**src/gblur_pkg.sv**
```systemverilog
// shared constants, types and helpers of the 3x3 gaussian blur unit
// no dependencies; every other file of the block imports this package
`default_nettype none

package gblur_pkg;

    localparam int DEF_MAX_WIDTH = 1024;
    localparam int DEF_FRAC_BITS = 8;

    localparam int WIDTH_W    = 11;
    localparam int HEIGHT_W   = 16;
    localparam int WEIGHT_W   = 8;
    localparam int CH_W       = 8;
    localparam int NUM_CH     = 3;
    localparam int CFG_DATA_W = 16;
    localparam int CFG_IDX_W  = 3;

    // input row runs one past the last line plus one while draining
    localparam int ROW_W = HEIGHT_W + 1;

    localparam int QUEUE_DEPTH = 4;
    localparam int QLEVEL_W    = $clog2(QUEUE_DEPTH + 1);

    localparam int ESUM_W = CH_W + 2;
    localparam int CPROD_W = CH_W + WEIGHT_W;
    localparam int EPROD_W = ESUM_W + WEIGHT_W;
    localparam int ACC_W   = EPROD_W + 2;

    localparam logic [WIDTH_W-1:0]  RST_WIDTH  = 11'd640;
    localparam logic [HEIGHT_W-1:0] RST_HEIGHT = 16'd480;
    localparam logic [WEIGHT_W-1:0] RST_CENTRE = 8'd52;
    localparam logic [WEIGHT_W-1:0] RST_EDGE   = 8'd32;
    localparam logic [WEIGHT_W-1:0] RST_CORNER = 8'd19;

    typedef enum logic [CFG_IDX_W-1:0] {
        REG_WIDTH  = 3'd0,
        REG_HEIGHT = 3'd1,
        REG_CENTRE = 3'd2,
        REG_EDGE   = 3'd3,
        REG_CORNER = 3'd4
    } t_cfg_idx;

    typedef struct packed {
        logic [CH_W-1:0] a;
        logic [CH_W-1:0] b;
        logic [CH_W-1:0] g;
        logic [CH_W-1:0] r;
    } t_pix;

    localparam int PIX_W = $bits(t_pix);

    // one blur job: per-channel centre value and sums of side and diagonal taps, plus alpha and end flags
    typedef struct packed {
        logic [NUM_CH-1:0][CH_W-1:0]   centre;
        logic [NUM_CH-1:0][ESUM_W-1:0] edges;
        logic [NUM_CH-1:0][ESUM_W-1:0] corners;
        logic [CH_W-1:0]               alpha;
        logic                          line_end;
        logic                          frame_end;
    } t_task;

    function automatic logic [CH_W-1:0] pix_ch(input t_pix p, input int unsigned ch);
        return p[CH_W*ch +: CH_W];
    endfunction

endpackage

`default_nettype wire

```
**src/gblur_back.sv**
```systemverilog
// back end: weight multiply stage, then sum, shift, saturate into the output register
// depends on gblur_pkg for the job type and widths
`default_nettype none

module gblur_back #(
    parameter int WEIGHT_FRAC_BITS = gblur_pkg::DEF_FRAC_BITS
) (
    input  logic                             i_clk,
    input  logic                             i_rst_n,
    input  logic [gblur_pkg::WEIGHT_W-1:0]   i_centre_w,
    input  logic [gblur_pkg::WEIGHT_W-1:0]   i_edge_w,
    input  logic [gblur_pkg::WEIGHT_W-1:0]   i_corner_w,
    input  logic                             i_q_valid,
    input  gblur_pkg::t_task                 i_task,
    output logic                             o_pop,
    output logic                             o_out_valid,
    input  logic                             i_out_ready,
    output logic [gblur_pkg::CH_W-1:0]       o_red,
    output logic [gblur_pkg::CH_W-1:0]       o_green,
    output logic [gblur_pkg::CH_W-1:0]       o_blue,
    output logic [gblur_pkg::CH_W-1:0]       o_alpha,
    output logic                             o_line_end,
    output logic                             o_frame_end
);
    import gblur_pkg::*;

    logic                r_s1_valid;
    logic [CPROD_W-1:0]  r_cp [NUM_CH];
    logic [EPROD_W-1:0]  r_ep [NUM_CH];
    logic [EPROD_W-1:0]  r_kp [NUM_CH];
    logic [CH_W-1:0]     r_s1_alpha;
    logic                r_s1_le, r_s1_fe;
    logic                s1_ready, s2_ready;

    logic [ACC_W-1:0]    acc [NUM_CH];
    logic [ACC_W-1:0]    shifted [NUM_CH];
    logic [CH_W-1:0]     sat [NUM_CH];

    logic                r_o_valid;
    logic [CH_W-1:0]     r_o_ch [NUM_CH];
    logic [CH_W-1:0]     r_o_alpha;
    logic                r_o_le, r_o_fe;

    assign s2_ready = !r_o_valid || i_out_ready;
    assign s1_ready = !r_s1_valid || s2_ready;
    assign o_pop    = i_q_valid && s1_ready;

    always_ff @(posedge i_clk) begin
        if (!i_rst_n) begin
            r_s1_valid <= 1'b0;
            r_o_valid  <= 1'b0;
        end else begin
            if (s1_ready) begin
                r_s1_valid <= i_q_valid;
            end
            if (s2_ready) begin
                r_o_valid <= r_s1_valid;
            end
        end
    end

    always_ff @(posedge i_clk) begin
        if (o_pop) begin
            for (int ch = 0; ch < NUM_CH; ch++) begin
                r_cp[ch] <= i_task.centre[ch] * i_centre_w;
                r_ep[ch] <= i_task.edges[ch] * i_edge_w;
                r_kp[ch] <= i_task.corners[ch] * i_corner_w;
            end
            r_s1_alpha <= i_task.alpha;
            r_s1_le    <= i_task.line_end;
            r_s1_fe    <= i_task.frame_end;
        end
    end

    always_comb begin
        for (int ch = 0; ch < NUM_CH; ch++) begin
            acc[ch]     = ACC_W'(r_cp[ch]) + ACC_W'(r_ep[ch]) + ACC_W'(r_kp[ch]);
            shifted[ch] = acc[ch] >> WEIGHT_FRAC_BITS;
            sat[ch]     = (|shifted[ch][ACC_W-1:CH_W]) ? {CH_W{1'b1}} : shifted[ch][CH_W-1:0];
        end
    end

    always_ff @(posedge i_clk) begin
        if (s2_ready && r_s1_valid) begin
            for (int ch = 0; ch < NUM_CH; ch++) begin
                r_o_ch[ch] <= sat[ch];
            end
            r_o_alpha <= r_s1_alpha;
            r_o_le    <= r_s1_le;
            r_o_fe    <= r_s1_fe;
        end
    end

    assign o_out_valid = r_o_valid;
    assign o_red       = r_o_ch[0];
    assign o_green     = r_o_ch[1];
    assign o_blue      = r_o_ch[2];
    assign o_alpha     = r_o_alpha;
    assign o_line_end  = r_o_le;
    assign o_frame_end = r_o_fe;

endmodule

`default_nettype wire

```
**config.mk**
```make
export PLATFORM = sky130hd
export DESIGN_NAME = gblur_back
export DESIGN_NICKNAME = d
export VERILOG_FILES = /design/src/gblur_pkg.sv /design/src/gblur_back.sv
export SDC_FILE = /design/constraint.sdc
export NUM_CORES = 2
export LEC_CHECK = 0
export ABC_AREA = 1
export BUFFER_PORTS_ARGS = -buffer_cell sky130_fd_sc_hd__buf_2
export CAP_MARGIN = 0
export CORE_ASPECT_RATIO = 1.1
export CORE_MARGIN = 2
export CORE_UTILIZATION = 65
export CTS_BUF_LIST = sky130_fd_sc_hd__clkbuf_16
export CTS_CLUSTER_DIAMETER = 60
export CTS_CLUSTER_SIZE = 20
export DETAILED_ROUTE_END_ITERATION = 12
export GPL_ROUTABILITY_DRIVEN = 0
export PLACE_DENSITY = 0.84
export SLEW_MARGIN = 20
export SYNTH_ARGS = -nofsm -noshare
export SYNTH_HDL_FRONTEND = slang
export SYNTH_SLANG_ARGS = --single-unit
```
**constraint.sdc**
```tcl
create_clock -name i_clk -period 5.1 [get_ports i_clk]
set_input_delay 0 -clock i_clk [delete_from_list [all_inputs] [get_ports i_clk]]
set_output_delay 0 -clock i_clk [all_outputs]
set_load 0.05 [all_outputs]
```
### Yosys cells after proc, flatten, opt, wreduce, memory -nomap -nowiden

Memories as Yosys holds them, arrays and structs flattened.
Index checks and enable logic that the tools add are counted.

* bits in writable memories: 180
* memories: 4
* flip-flop bits (word level): 22
* output and inout bits: 36

* multiply operators: 9
* reductions and logical operators: 9
* mux-type cells: 7
* add/subtract/negate cells: 6

Memory list
* r_ep: depth 3, width 18, rd ports 3, clocked after Yosys merged registers in 0, wr ports 3, line gblur_back.sv:29 `logic [EPROD_W-1:0] r_ep [NUM_CH];`
* r_kp: depth 3, width 18, rd ports 3, clocked after Yosys merged registers in 0, wr ports 3, line gblur_back.sv:30 `logic [EPROD_W-1:0] r_kp [NUM_CH];`
* r_cp: depth 3, width 16, rd ports 3, clocked after Yosys merged registers in 0, wr ports 3, line gblur_back.sv:28 `logic [CPROD_W-1:0] r_cp [NUM_CH];`
* r_o_ch: depth 3, width 8, rd ports 3, clocked after Yosys merged registers in 0, wr ports 3, line gblur_back.sv:40 `logic [CH_W-1:0] r_o_ch [NUM_CH];`

Operator list (number)
* 10-bit by 8-bit multiplier with 18-bit output: 6
* 19-bit by 18-bit adder with 20-bit output: 3
* 16-bit by 18-bit adder with 19-bit output: 3
* 8-bit by 8-bit multiplier with 16-bit output: 3
* 8-bit 2-to-1 mux: 3
* 4-bit OR reduction: 3
* 1-bit 2-to-1 mux: 4
* 1-bit logical AND: 2
* 1-bit zero test: 2
* 1-bit logical OR: 2

### Logic depth before layout (Yosys ltp)

* depth in word-level cells: 6
* depth in mapped cells: 20
* depth with buffers taken out: 19

### Worst setup path after synthesis

No wires, ideal clock.

* path type: flip-flop to flip-flop
* start point: reg r_o_valid (netlist: o_out_valid)
* end point: mem r_cp[0][0] (netlist bit), enable pin
* data required time: 4567 ps
* buffers on the path: 0
* library setup time: 533 ps
* setup slack: 327 ps
* cell stages (with the launch flop): 4
* arrival: 4240 ps
* cells stage by stage: dfxtp_1 nand3_1 nand2_1 inv_1

RTL lines
* start: declaration: line gblur_back.sv:39 `logic r_o_valid;`
* start signal: assignment: line gblur_back.sv:57 `r_o_valid <= r_s1_valid;`
* end: declaration: line gblur_back.sv:28

==> flow_metrics.env <==
export IMPL_layout_nets=5125
export IMPL_antenna_found_initial=10
export IMPL_synth_area_leaders="fa_1, edfxtp_1, ha_1, inv_1, nand2_1"
export IMPL_switching_share_pct=53.8
export IMPL_grt_pass1_wl_um=123000
export IMPL_synth_fp_nets=5065
export IMPL_cts_htree_levels=1
export IMPL_cts_made_buffers=21
export IMPL_area_growth_pct=5.95
export IMPL_slowest_delay_ps=580
export IMPL_final_area_sq_mm=0.0350
export IMPL_initial_core_util_pct=65.9
export IMPL_fp_dieW_um=219
export IMPL_highest_layer="met5"
export IMPL_outcome="completed"
export IMPL_yosys_warnings=0
export IMPL_setup_violations_final=0
export IMPL_cts_resized=0
export IMPL_grtUsageTotal_pct=29.0
export IMPL_fmax_mhz=251
export IMPL_wl_met2_um=37000
export IMPL_finalWirelength_um=72700
export IMPL_power_mw=19.9
export IMPL_crit_arrival_ps=4250
export IMPL_cts_path_max_buffers=3
export IMPL_power_frac_comb_pct=75.1
export IMPL_grt_max_degree=77
export IMPL_end_kind="register"
export IMPL_rsz0062_at_grt="no"
export IMPL_finalHoldViolCount=0
export IMPL_drive_gt1_share_pct=5.88
export IMPL_yosys_cell_count_top_type="inv_1"
export IMPL_seq_area_frac_synth_pct=18.3
export IMPL_slew_headroom_pct=49.4
export IMPL_fin_crit_ps=3980
export IMPL_criticalPathCategory="in -> reg"
export IMPL_post_cts_setup_buffers=0
export IMPL_drtAntennaViolNets=0
export IMPL_synth_edf_count=200
export IMPL_met1_length_um=28100
export IMPL_drc=0
export IMPL_routed_via_density=5.28
export IMPL_internal_power_mw=9.17
export IMPL_ctsHoldBuffers=25
export IMPL_startpoint_type="primary input"
export IMPL_portBuffers=157
export IMPL_clk_latency_ps=530
export IMPL_fin_skew_ps=17.1
export IMPL_placed_cells=4781
export IMPL_slew_violations=0
export IMPL_synthCells=4109
export IMPL_yosysTopAreaCell="fa_1"
export IMPL_core_rowCount=86
export IMPL_synth_top_cells_by_count="inv_1, nand2_1, fa_1, ha_1, edfxtp_1"
export IMPL_post_drt_wl_per_cell_um=15.0
export IMPL_cellLeakagePower_nw=21.7
export IMPL_ioPinCount=158
export IMPL_ys_types=37
export IMPL_met3_wirelength_um=3960
export IMPL_rrSetupSlack_ps=2210
export IMPL_placed_area_sq_mm=0.0340
export IMPL_pwr_share_seq_pct=17.2
export IMPL_worst_path_max_fanout=8
export IMPL_min_path_type="in -> reg"
export IMPL_cp_cell_sequence="dlygate4sd3_1 -> buf_2 -> nand2_1 -> fa_1 -> fa_1 -> inv_1 -> fa_1 -> inv_1 -> fa_1 -> inv_1 -> ha_1 -> a21oi_1 -> inv_1 -> a31oi_1 -> o21ai_1 -> a21oi_1 -> xor2_1"
export IMPL_die_area_sq_mm=0.0526
export IMPL_finalSetupTns_ps=0
export IMPL_finalCritPeriodShare_pct=78.1
export IMPL_cts_root_buf="clkbuf_16"
export IMPL_syn_area_sq_mm=0.0330
export IMPL_drtIter0Drc=2011
export IMPL_grt_overflow_total=0
export IMPL_p_sw_mw=10.7
export IMPL_clkPwrFrac_pct=7.8
export IMPL_clock_sinks=202
export IMPL_syn_area_per_cell_sq_um=8.04
export IMPL_dr_pass1_iters=6
export IMPL_crit_path_top_delay_cell="dlygate4sd3_1"
export IMPL_ys_flop_type="edfxtp_1"
export IMPL_fin_cells=4852
export IMPL_ir_drop_uv=601
export IMPL_hold_slack_ps=9.61
export IMPL_dp_hpwl_um=59000
export IMPL_power_density_cell_area_mw_per_mm2=568
export IMPL_worst_pin_slew_ps=759
export IMPL_path_clk_slew_ps=70
export IMPL_grt_pass1_vias=26700
export IMPL_synth_top_area_share_pct=26.7
export IMPL_via_count=25600
export IMPL_maxCapViolCount=0
export IMPL_async_flop_share_pct=0
export IMPL_synth_seq_cells=202
export IMPL_cp_required_ps=5370
export IMPL_die_y_um=240
export IMPL_cts_tree="built"
export IMPL_coreArea_sq_mm=0.0501
export IMPL_nFillCells=3817
cell usage in the layout, fill, tap and decap left out, types with 79 or more instances in the layout:
cell / instances
fa_1: 441
buf_2: 157
ha_1: 393
nand3_1: 84
nand2_1: 995
a21oi_1: 170
xor2_1: 97
inv_1: 1235
edfxtp_1: 200
nor2_1: 79
per-stage QoR:
step                util, %  worst slack [ps]
finish                 69.8              1120
detailed placement     67.9               777
floorplan                 -               327
global placement       67.9               829
global route           69.8               914
CTS                    69.8              1190
final cells by class:
type | count | area [sq um] | area share, %
antenna | 8 | 20.0 | 0.0572
clock buffer | 21 | 526 | 1.50
clock inverter | 17 | 170 | 0.486
inverter | 1242 | 4670 | 13.3
multi-input combinational | 2517 | 21700 | 62.0
sequential | 202 | 6050 | 17.3
tap | 660 | 826 | 2.36
timing repair buffer | 185 | 1060 | 3.02
path summary, 6_finish.rpt:
kind / start / end / cells past startpoint
max: i_task[86] / r_cp[0][44] / 17
min: i_task[51] / r_ep[0][19] / 4
max reg2reg: r_kp[0][13] / r_o_ch[0][5] / 10
min reg2reg: r_s1_alpha[3] / o_alpha[3] / 0
layer usage:
metal | GRT usage, % | up-vias
met5 | 0 | -
met4 | 13.3 | 4
met3 | 3.26 | 209
met2 | 52.1 | 816
met1 | 34.8 | 12300
li1 | - | 12300
power by group through the flow:
stage | combinational [mW] | sequential (mW) | clock, mW
global route | 16.9 | 3.46 | 1.62
floorplan | 11.0 | 3.53 | 0
CTS | 14.8 | 3.42 | 1.57
finish | 14.9 | 3.41 | 1.54
global placement | 14.1 | 3.44 | 0
detailed placement | 14.6 | 3.44 | 0
state kept, by name, summed over array words and instances (netlist names):
name         cells
o_alpha          8
o_frame_end      1
o_line_end       1
o_out_valid      1
r_cp            48
r_ep            54
r_kp            54
r_o_ch          24
r_s1_alpha       8
r_s1_fe          1
r_s1_le          1
r_s1_valid       1
cells by family (layout without fill, tap and decap cells):
family          Yosys count  count (layout)  synth area share (%)
buf+inv                1390            1465                  16.1
simple gates           1247            1247                  15.2
fa+ha+maj               834             834                  41.6
compound gates          303             303                  5.25
flops                   202             202                  18.3
xor+xnor                133             133                  3.53
other cells               0               8                     0
critical path: cells and delay by family:
kind / cells / cell delay, ps
AND/OR/NAND/NOR: 1 / 100
XOR/XNOR: 1 / 110
adder cells (fa/ha/maj): 5 / 2270
AO/OA/AOI/OAI: 4 / 800
buffers and inverters: 6 / 1000
Note: power is estimated with default switching activity, not from simulation.
