`src/gblur_pkg.sv`:
```
// shared constants, types and helpers of the 3x3 gaussian blur unit
// no dependencies; every other file of the block imports this package
`default_nettype none

package gblur_pkg;

    localparam int DEF_MAX_WIDTH = 1024;
    localparam int DEF_FRAC_BITS = 8;

    localparam int WIDTH_W    = 11;
    localparam int HEIGHT_W   = 16;
    localparam int WEIGHT_W   = 8;
    localparam int CH_W       = 8;
    localparam int NUM_CH     = 3;
    localparam int CFG_DATA_W = 16;
    localparam int CFG_IDX_W  = 3;

    // input row runs one past the last line plus one while draining
    localparam int ROW_W = HEIGHT_W + 1;

    localparam int QUEUE_DEPTH = 4;
    localparam int QLEVEL_W    = $clog2(QUEUE_DEPTH + 1);

    localparam int ESUM_W = CH_W + 2;
    localparam int CPROD_W = CH_W + WEIGHT_W;
    localparam int EPROD_W = ESUM_W + WEIGHT_W;
    localparam int ACC_W   = EPROD_W + 2;

    localparam logic [WIDTH_W-1:0]  RST_WIDTH  = 11'd640;
    localparam logic [HEIGHT_W-1:0] RST_HEIGHT = 16'd480;
    localparam logic [WEIGHT_W-1:0] RST_CENTRE = 8'd52;
    localparam logic [WEIGHT_W-1:0] RST_EDGE   = 8'd32;
    localparam logic [WEIGHT_W-1:0] RST_CORNER = 8'd19;

    typedef enum logic [CFG_IDX_W-1:0] {
        REG_WIDTH  = 3'd0,
        REG_HEIGHT = 3'd1,
        REG_CENTRE = 3'd2,
        REG_EDGE   = 3'd3,
        REG_CORNER = 3'd4
    } t_cfg_idx;

    typedef struct packed {
        logic [CH_W-1:0] a;
        logic [CH_W-1:0] b;
        logic [CH_W-1:0] g;
        logic [CH_W-1:0] r;
    } t_pix;

    localparam int PIX_W = $bits(t_pix);

    // one blur job: per-channel centre value and sums of side and diagonal taps, plus alpha and end flags
    typedef struct packed {
        logic [NUM_CH-1:0][CH_W-1:0]   centre;
        logic [NUM_CH-1:0][ESUM_W-1:0] edges;
        logic [NUM_CH-1:0][ESUM_W-1:0] corners;
        logic [CH_W-1:0]               alpha;
        logic                          line_end;
        logic                          frame_end;
    } t_task;

    function automatic logic [CH_W-1:0] pix_ch(input t_pix p, input int unsigned ch);
        return p[CH_W*ch +: CH_W];
    endfunction

endpackage

`default_nettype wire

```
`src/gblur_queue.sv`:
```
// short job queue between the window front end and the multiply back end
// depends on gblur_pkg for the job type and depth
`default_nettype none

module gblur_queue (
    input  logic                           i_clk,
    input  logic                           i_rst_n,
    input  logic                           i_push,
    input  gblur_pkg::t_task               i_task,
    input  logic                           i_pop,
    output logic                           o_valid,
    output gblur_pkg::t_task               o_task,
    output logic [gblur_pkg::QLEVEL_W-1:0] o_level
);
    import gblur_pkg::*;

    localparam int PW = $clog2(QUEUE_DEPTH);

    t_task               r_buf [QUEUE_DEPTH];
    logic [PW-1:0]       r_wr, r_rd;
    logic [QLEVEL_W-1:0] r_level;

    function automatic logic [PW-1:0] bump(input logic [PW-1:0] p);
        return (p == PW'(QUEUE_DEPTH - 1)) ? '0 : p + PW'(1);
    endfunction

    always_ff @(posedge i_clk) begin
        if (!i_rst_n) begin
            r_wr    <= '0;
            r_rd    <= '0;
            r_level <= '0;
        end else begin
            if (i_push) begin
                r_wr <= bump(r_wr);
            end
            if (i_pop) begin
                r_rd <= bump(r_rd);
            end
            if (i_push && !i_pop) begin
                r_level <= r_level + QLEVEL_W'(1);
            end else if (!i_push && i_pop) begin
                r_level <= r_level - QLEVEL_W'(1);
            end
        end
    end

    always_ff @(posedge i_clk) begin
        if (i_push) begin
            r_buf[r_wr] <= i_task;
        end
    end

    assign o_valid = r_level != '0;
    assign o_task  = r_buf[r_rd];
    assign o_level = r_level;

endmodule

`default_nettype wire

```
`config.mk`:
```
export PLATFORM = sky130hd
export DESIGN_NAME = gblur_queue
export DESIGN_NICKNAME = d
export VERILOG_FILES = /design/src/gblur_pkg.sv /design/src/gblur_queue.sv
export SDC_FILE = /design/constraint.sdc
export NUM_CORES = 1
export LEC_CHECK = 0
export BUFFER_PORTS_ARGS = -buffer_cell sky130_fd_sc_hd__clkbuf_2
export CORE_ASPECT_RATIO = 0.75
export CORE_UTILIZATION = 45
export DETAILED_ROUTE_END_ITERATION = 10
export PLACE_DENSITY = 0.69
export SLEW_MARGIN = 5
export SYNTH_ARGS = -nofsm -noshare
export SYNTH_HDL_FRONTEND = slang
export SYNTH_SLANG_ARGS = --single-unit
```
`constraint.sdc`:
```
create_clock -name i_clk -period 9.4 [get_ports i_clk]
set_clock_uncertainty 0.15 [all_clocks]
set_input_delay 0.47 -clock i_clk [delete_from_list [all_inputs] [get_ports i_clk]]
set_output_delay 0.47 -clock i_clk [all_outputs]
set_load 0.005 [all_outputs]
```
== Word-level counts from Yosys, hierarchy flattened ==
Memories as Yosys holds them, arrays and structs flattened. A register that Yosys moved wholly into a read port is not among the register bits.
Cells that the tools add are included.

* Reduce and logical (&&, ||, !) cells: 6
* Equal/unequal tests: 2
* $add $sub $neg: 4
* Multiplexer cells: 8

{| class="wikitable"
|+ Operators by type and width
! cell !! number
|-
| $mux 2 || 4
|-
| $mux 3 || 2
|-
| $add 2x1->2 const B || 2
|-
| $eq 2x2->1 const B || 2
|-
| $add 3x1->3 const B || 1
|-
| $reduce_bool 3->1 || 1
|-
| $sub 3x1->3 const B || 1
|-
| $logic_and 1x1->1 || 2
|-
| $logic_not 1->1 || 2
|-
| $mux 1 || 2
|-
| $reduce_bool 2->1 || 1
|}

* Memories: 1
* Output and inout bits: 98
* RAM bits: 376
* Input port bits: 98
* Word-level logic and storage cells: 24
* Bits in registers: 7

{| class="wikitable"
|+ Memories
! memory !! depth !! bits a word !! rd ports !! clocked after memory_dff !! wr ports !! RTL line !! RTL
|-
| r_buf || 4 || 94 || 1 || 1 || 1 || gblur_queue.sv:19 || <nowiki>t_task r_buf [QUEUE_DEPTH];</nowiki>
|}

== Depth between registers and ports, before layout ==
Gate-level depths: netlist (run 1).

* Depth after elaboration: 4
* Depth in mapped cells: 7
* Gate-level depth less buffers: 7

== Worst setup path after synthesis (run 1) ==
No wires, ideal clock.

* Path kind: register to register
* Start point: reg r_wr[0]
* End point: mem r_buf[3][0] in the netlist's numbering (enable)
* Path buffers: 0
* Library setup time: 0.463 ns
* Data arrival time: 2.723 ns
* Cell stages (with the launch flop): 3
* Required time: 8.787 ns
* Path slack: 6.064 ns
* Clock period less this slack: 3.336 ns
* Cells stage by stage: dfxtp_1 > ha_1 > and2_1

{| class="wikitable"
|+ RTL lines
! element !! RTL line !! RTL
|-
| start: declaration || gblur_queue.sv:20 || <nowiki>logic [PW-1:0] r_wr, r_rd;</nowiki>
|-
| start signal: assignment || gblur_queue.sv:34 || <nowiki>r_wr <= bump(r_wr);</nowiki>
|-
| end: declaration || gblur_queue.sv:19 ||
|}

No word-level cell before the write port.

==> summary.md, run 1 <==
| Metric | Value |
|---|---|
| Area grow syn2layout | 19.1% |
| Final min period | roughly 3.8 ns |
| Peak Freq | roughly 260 MHz |
| Nets | just under 900 |
| Num CTS Buffers | 37 |
| GRT overflow | 0 |
| H-tree depth | 2 |
| Post-DRT Antenna Nets | 0 |
| Placer Congestion | ~0.73 |
| Synth area leader | edfxtp_1 |
| Crit path largest cell delay | roughly 1 ns |
| Sw frac | about a fifth |
| Clock Latency Late Sink | 0.53 ns |
| I/O Buffers | 195 |
| Layout cells sized above 1 | 43.2% |
| Die W | 206 um |
| Clock sinks | 385 |
| Drt drc | 26 |
| TNS Setup | 0 ns |
| Yosys top cell area share | between 80% and 90% |
| CP Class | flip-flop to primary output |
| Internal | ~2.9 mW |
| Hold Fails Final Rpt | 0 |
| Slew Viols, Final | 0 |
| Critical Path AT | about 3.2 ns |
| First-pass GRT wire length | about 40000 um |
| Largest net degree at the start of global routing | 56 |
| Period utilization | between 40% and 50% |
| Area of the multi-input gates | 2380 um^2 |
| Synth area leaders | edfxtp_1, mux4_2, dfxtp_1 |
| Min Hold Slack | roughly 0.02 ns |
| Reg clk slew, reported paths | ~0.06 ns |
| Clock network fraction of total power | between 30% and 40% |
| Worst Path Max Fanout | 48 |
| CP startpoint kind | flip-flop |
| CP top delay family | flip-flops |
| Hpwl dp | 16100 um |
| Root Driver | clkbuf_16 |
| Slew @ Worst Pin | 1.00 ns |
| WP data required | between 8 and 9 ns |
| Worst setup EP type | primary output |
| Register area | 11500 um^2 |
| Syn Area/Cell | around 26 um^2 |
| FILL cells | around 2300 |
| Number of synthesized flops with an enable pin | approximately 380 |
| Post-synth cell types | 22 |
| Syn_nets | roughly 640 |
| Count leader, synth | edfxtp_1 |
| Drt first pass iters | 9 |
| Die area | between 30000 and 40000 um^2 |
| Post-synth ARST share | 0% |
| Core area | 30500 um^2 |
| Leak | 5.67 nW |
| DR vias/cell | 5.34 |
| Status | complete, but fails checks |
| CP bufs+invs | 2 |
| Crit path cell chain | buf_4, mux4_2, clkbuf_2 |
| Post-Route Utilization | 55.0% |
| Critical path's slowest cell | dfxtp_4 |
| Max Cap Viol | 0 |
| Cell Pwr Density | around 220 nW/um^2 |
| Combinational share of power | about 8.0% |
| Via count | roughly 6400 |
| # IOs | 196 |
| Post-cts gate resize count | 0 |
| Starting Density | between 40% and 50% |
| Net Sw Power | ~0.76 mW |
| Max Root-Sink Buffers | 3 |
| Synth warn | 0 |
| Reg power frac | between 50% and 60% |
| GRT Util Overall | 17.4% |
| Initial antenna violation count | 2 |
| VDD IR max | around 0.00017 V |
| Row cnt | 55 |
| Synth top cells by count | edfxtp_1, mux4_2, dfxtp_1 |
| Hold Path Class | input port to flip-flop |
| Starting DRT DRC Count | 392 |
| Drt total wl | around 27000 um |
| Failing checks | DRC |
| Dominant synthesized flop cell | edfxtp_1 |
| Die height | between 150 and 200 um |
| Unrepaired setup endpoints after global routing | no |
| Mapped Cells | approximately 530 |
| Synth Register Bits | 385 |
| CTS tree | yes |
| Mapped Area | roughly 14000 um^2 |
| Seq/Total Area, Yosys | between 80% and 90% |
| Wire per inst | between 20 and 25 um |
| Vias in the first global route | 7035 |
| Worst slew margin relative to its limit | roughly a third |
| Final setup fails | 0 |
## power groups by stage
stage                     Sequential (mW)  Clock, mW  Combinational [mW]
after floorplan                      2.02          0               0.169
after global placement               2.03          0               0.275
after detailed placement             2.04          0               0.286
after CTS                            2.00       1.40               0.297
after global routing                 2.01       1.46               0.318
final                                2.00       1.37               0.291
## sequential cells by signal (all words and copies together), names as in the netlist, named ones only
register  count
o_level       3
r_buf       376
r_rd          2
r_wr          2
## metrics by stage
step / power (mW) / std cells / setup slack [ns] / cell area [um^2]
after detailed placement: 2.33 / 1113 / 5.92 / 15400
after global routing: 3.79 / 1204 / 5.20 / 16800
after global placement: 2.31 / 1113 / 5.99 / 15400
after floorplan: 2.19 / 534 / 6.06 / 14100
after CTS: 3.70 / 1203 / 5.36 / 16800
final: 3.66 / 1204 / 5.57 / 16800
## final timing paths
| path | slack [ns] | end | cells after the start | startpoint |
|---|---|---|---|---|
| hold reg to reg | 0.37 | o_level[2]$_SDFFE_PN0P_ | 2 | o_level[2]$_SDFFE_PN0P_ |
| hold / removal | 0.02 | r_buf[3][87]$_DFFE_PP_ | 1 | i_task[87] |
| setup / recovery | 5.57 | o_task[71] | 3 | flip-flop |
| setup reg to reg | 6.85 | r_buf[0][80]$_DFFE_PP_ | 4 | r_wr[0]$_SDFFE_PN0P_ |
## per-layer routing
metal	part of all wire (%)	global-route usage [%]	routed length, um	vias to the layer above
li1	-	-	-	2793
met1	42	23.2	11400	3374
met2	48	28.0	12800	218
met3	8.3	5.05	2230	43
met4	1.6	4.55	435	2
met5	0.048	0	13	-
## layout make-up
type | instances | share of cell area (%)
sequential | 385 | 68.5
multi-input combinational | 124 | 14.2
timing repair buffer | 226 | 7.58
clock buffer | 52 | 6.11
tap | 399 | 2.98
clock inverter | 13 | 0.537
inverter | 4 | 0.0896
antenna | 1 | 0.0149
## cells in the final DEF (no fill, tap or decap), drive strengths merged, types with 2 or more instances in the layout
cell / n
or3: 2
clkinv: 11
inv: 5
mux2i: 4
mux4: 94
clkbuf: 247
dfxtp: 9
ha: 6
and2: 5
edfxtp: 376
dlygate4sd3: 25
buf: 6
nor2b: 5
## cell families after synthesis
| kind of cell | Yosys count | synth area share, % |
|---|---|---|
| compound gates | 3 | 0.142 |
| xor+xnor | 2 | 0.124 |
| fa+ha+maj | 7 | 0.675 |
| buf+inv | 25 | 1.67 |
| flops | 385 | 81.5 |
| mux | 98 | 15.3 |
| simple gates | 14 | 0.595 |
## repair_timing
action,CTS,global route
hold buffers,25,0
setup buffers,0,0
endpoints found under the hold margin,95,0
Note: power is estimated with default switching activity, not from simulation.
==> run 2, diff against run 1 <==
--- a/config.mk
+++ b/config.mk
@@ -9,7 +9,7 @@
 export CORE_ASPECT_RATIO = 0.75
 export CORE_UTILIZATION = 45
 export DETAILED_ROUTE_END_ITERATION = 10
-export PLACE_DENSITY = 0.69
+export PLACE_DENSITY = 0.72
 export SLEW_MARGIN = 5
 export SYNTH_ARGS = -nofsm -noshare
 export SYNTH_HDL_FRONTEND = slang
==> constraint.sdc (replaced) <==
create_clock -name i_clk -period 3.1 [get_ports i_clk]
set_clock_uncertainty 0.15 [all_clocks]
set_input_delay 0.155 -clock i_clk [delete_from_list [all_inputs] [get_ports i_clk]]
set_output_delay 0.155 -clock i_clk [all_outputs]
set_load 0.005 [all_outputs]
==> summary.md, run 2 (synthesis results as in run 1) <==
| Metric | Value |
|---|---|
| FF-to-FF setup slack | 1.13 ns (-5.72 ns) |
| Root Driver | clkbuf_16 |
| Status | complete, but fails checks |
| Area grow syn2layout | 25.8% |
| Reg-to-reg endpoint | r_buf[3][88]$_DFFE_PP_ |
| I/O Buffers | 195 (unchanged) |
| Drt drc | 52 (+100%) |
| Layout cells sized above 1 | 40.7% (-2.4 points) |
| Clock sinks | 385 (unchanged) |
| Top reg by flops | r_buf |
| Sw frac | 21.2% (+0.41 points) |
| Num CTS Buffers | 38 (+2.7%) |
| Worst hold endpoint | r_buf[3][85]$_DFFE_PP_ |
| Internal | 8.97 mW (+210%) |
| Leak | 6.09 nW (+7.3%) |
| Area of the multi-input gates | 2380 um^2 (unchanged) |
| Critical Path AT | 2.16 ns (-1.05 ns) |
| Nets | 965 (+9.3%) |
| Hold buffers post-CTS | 98 (+290%) |
| Final min period | around 2.5 ns |
| Reg clk slew, reported paths | 0.06 ns (about the same) |
| Largest register FFs | 376 (unchanged) |
| CP top delay family | multiplexers |
| Post-cts gate resize count | 0 (unchanged) |
| DR vias/cell | 5.11 (-4.2%) |
| Starting Density | 46.2% (unchanged) |
| Drt total wl | 27000 um (+0.30%) |
| Crit path cell chain | buf_4, mux4_2, clkbuf_2 |
| FILL cells | 2218 (-2.5%) |
| Clock network fraction of total power | 38.2% (+0.9 points) |
| Final setup fails | 0 (unchanged) |
| GRT Util Overall | 17.2% (-0.17 points) |
| First-pass GRT wire length | 40800 um (-0.47%) |
| Placer Congestion | 0.717 (-1.9%) |
| H-tree depth | 2 (unchanged) |
| GRT overflow | 0 (unchanged) |
| Slew @ Worst Pin | 0.619 ns (-0.381 ns) |
| Hold path depth | 2 (+1) |
| Failing checks | DRC |
| TNS Setup | 0 ns (unchanged) |
| Period utilization | between 70% and 80% |
| Die area | 32000 um^2 (unchanged) |
| Max Cap Viol | 0 (unchanged) |
| Most common cell after layout, fill and taps aside | edfxtp_1 |
| VDD IR max | 0.000334 V (+99%) |
| Setup Fix Bufs, Post-CTS | 0 (unchanged) |
| CP Class | flip-flop to primary output |
| Initial antenna violation count | 2 (unchanged) |
| Worst slew margin relative to its limit | 58.8% (+25 points) |
| Most frequent cells in the layout | edfxtp_1, clkbuf_2, dlygate4sd3_1, mux4_2, clkbuf_16 |
| Cell Pwr Density | 643 nW/um^2 (+190%) |
| Largest net degree at the start of global routing | 95 (+70%) |
| Wire per inst | 20.9 um (-6.4%) |
| Max Root-Sink Buffers | 3 (unchanged) |
| CP bufs+invs | 2 (unchanged) |
| Reg power frac | 53.0% (-1.7 points) |
| Unrepaired setup endpoints after global routing | no |
| Combinational share of power | 8.8% (+0.8 points) |
| Post-DRT Antenna Nets | 0 (unchanged) |
| Starting DRT DRC Count | 521 (+33%) |
| Critical path's slowest cell | mux4_2 |
| WP data required | 2.79 ns (-5.99 ns) |
| Peak Freq | slightly above 400 MHz |
| Core area | 30500 um^2 (unchanged) |
| Clock Latency Late Sink | 0.52 ns (about the same) |
| Hold Fails Final Rpt | 0 (unchanged) |
| CTS tree | yes |
| FF-to-FF Start | r_wr[0]$_SDFFE_PN0P_ |
| Net Sw Power | 2.41 mW (+220%) |
| Post-Route Utilization | 58.1% (+3.1 points) |
| Row cnt | 55 (unchanged) |
| Die W | 206 um (unchanged) |
| Die height | 155 um (unchanged) |
| Worst Hold Launch | i_task[85] |
| CP startpoint kind | flip-flop |
| Crit path largest cell delay | 0.59 ns (-0.42 ns) |
| Via count | 6597 (+2.6%) |
| Slew Viols, Final | 0 (unchanged) |
| Register area | 11500 um^2 (unchanged) |
| Worst setup EP type | primary output |
| Vias in the first global route | 7030 (-0.071%) |
| Drt first pass iters | 8 (-1) |
| Reg2reg path depth | 3 (-1) |
| Worst Path Max Fanout | 24 (-50%) |
| Hold Path Class | input port to flip-flop |
| Hpwl dp | 15900 um (-1.3%) |
| # IOs | 196 (unchanged) |
## run 2: area by class of cell
type / instances / share of cell area, %
diodes: 2 / 0.0283
well taps: 399 / 2.82
clock buffers: 47 / 5.92
repair buffers: 307 / 12.1
inverters: 4 / 0.0848
flip-flops and latches: 385 / 64.8
multi-input cells: 124 / 13.5
clock inverters: 22 / 0.756
## run 2: stage by stage
step           area (um^2)  instances  worst slack (ns)  total power, mW  hold slack (ns)
6_report             17700       1290             0.631             11.4            0.241
5_1_grt              17700       1289             0.491             11.8            0.234
4_1_cts              17700       1288             0.567             11.5            0.213
3_5_place_dp         15500       1121              1.13             7.07            0.225
3_3_place_gp         15500       1121              1.15             7.04            0.224
2_1_floorplan        14100        534             0.795             6.63            0.104
## run 2: how the worst max path moves through the flow
| stage | endpoint | depth (start not counted) | slack, ns |
|---|---|---|---|
| after floorplan | r_buf[3][0]$_DFFE_PP_ | 2 | 0.79 |
| after detailed placement | r_buf[3][92]$_DFFE_PP_ | 3 | 1.13 |
| after CTS | o_task[17] | 3 | 0.57 |
| final | o_task[17] | 3 | 0.63 |
| after global routing | o_task[17] | 3 | 0.49 |
| after global placement | o_task[17] | 3 | 1.15 |
## run 2: worst register-to-register path: stages (launching register included)
cell,delay [ns]
dfxtp_1,0.40
ha_1,0.19
and2_4,0.49
buf_12,0.34
## run 2: layer usage
layer	part of all wire [%]	routed length (um)	up-vias	track usage (%)
li1	-	-	2960	-
met1	44	11900	3392	24.4
met2	46	12500	203	26.4
met3	7.8	2100	42	4.73
met4	1.7	471	0	4.55
met5	0	0	-	0
## run 2: power by group through the flow
stage / clock network, mW / registers, mW / logic, mW
floorplan: 0 / 6.12 / 0.513
global placement: 0 / 6.14 / 0.903
detailed placement: 0 / 6.15 / 0.917
CTS: 4.47 / 6.04 / 1.02
global route: 4.65 / 6.06 / 1.09
finish: 4.34 / 6.04 / 1.00
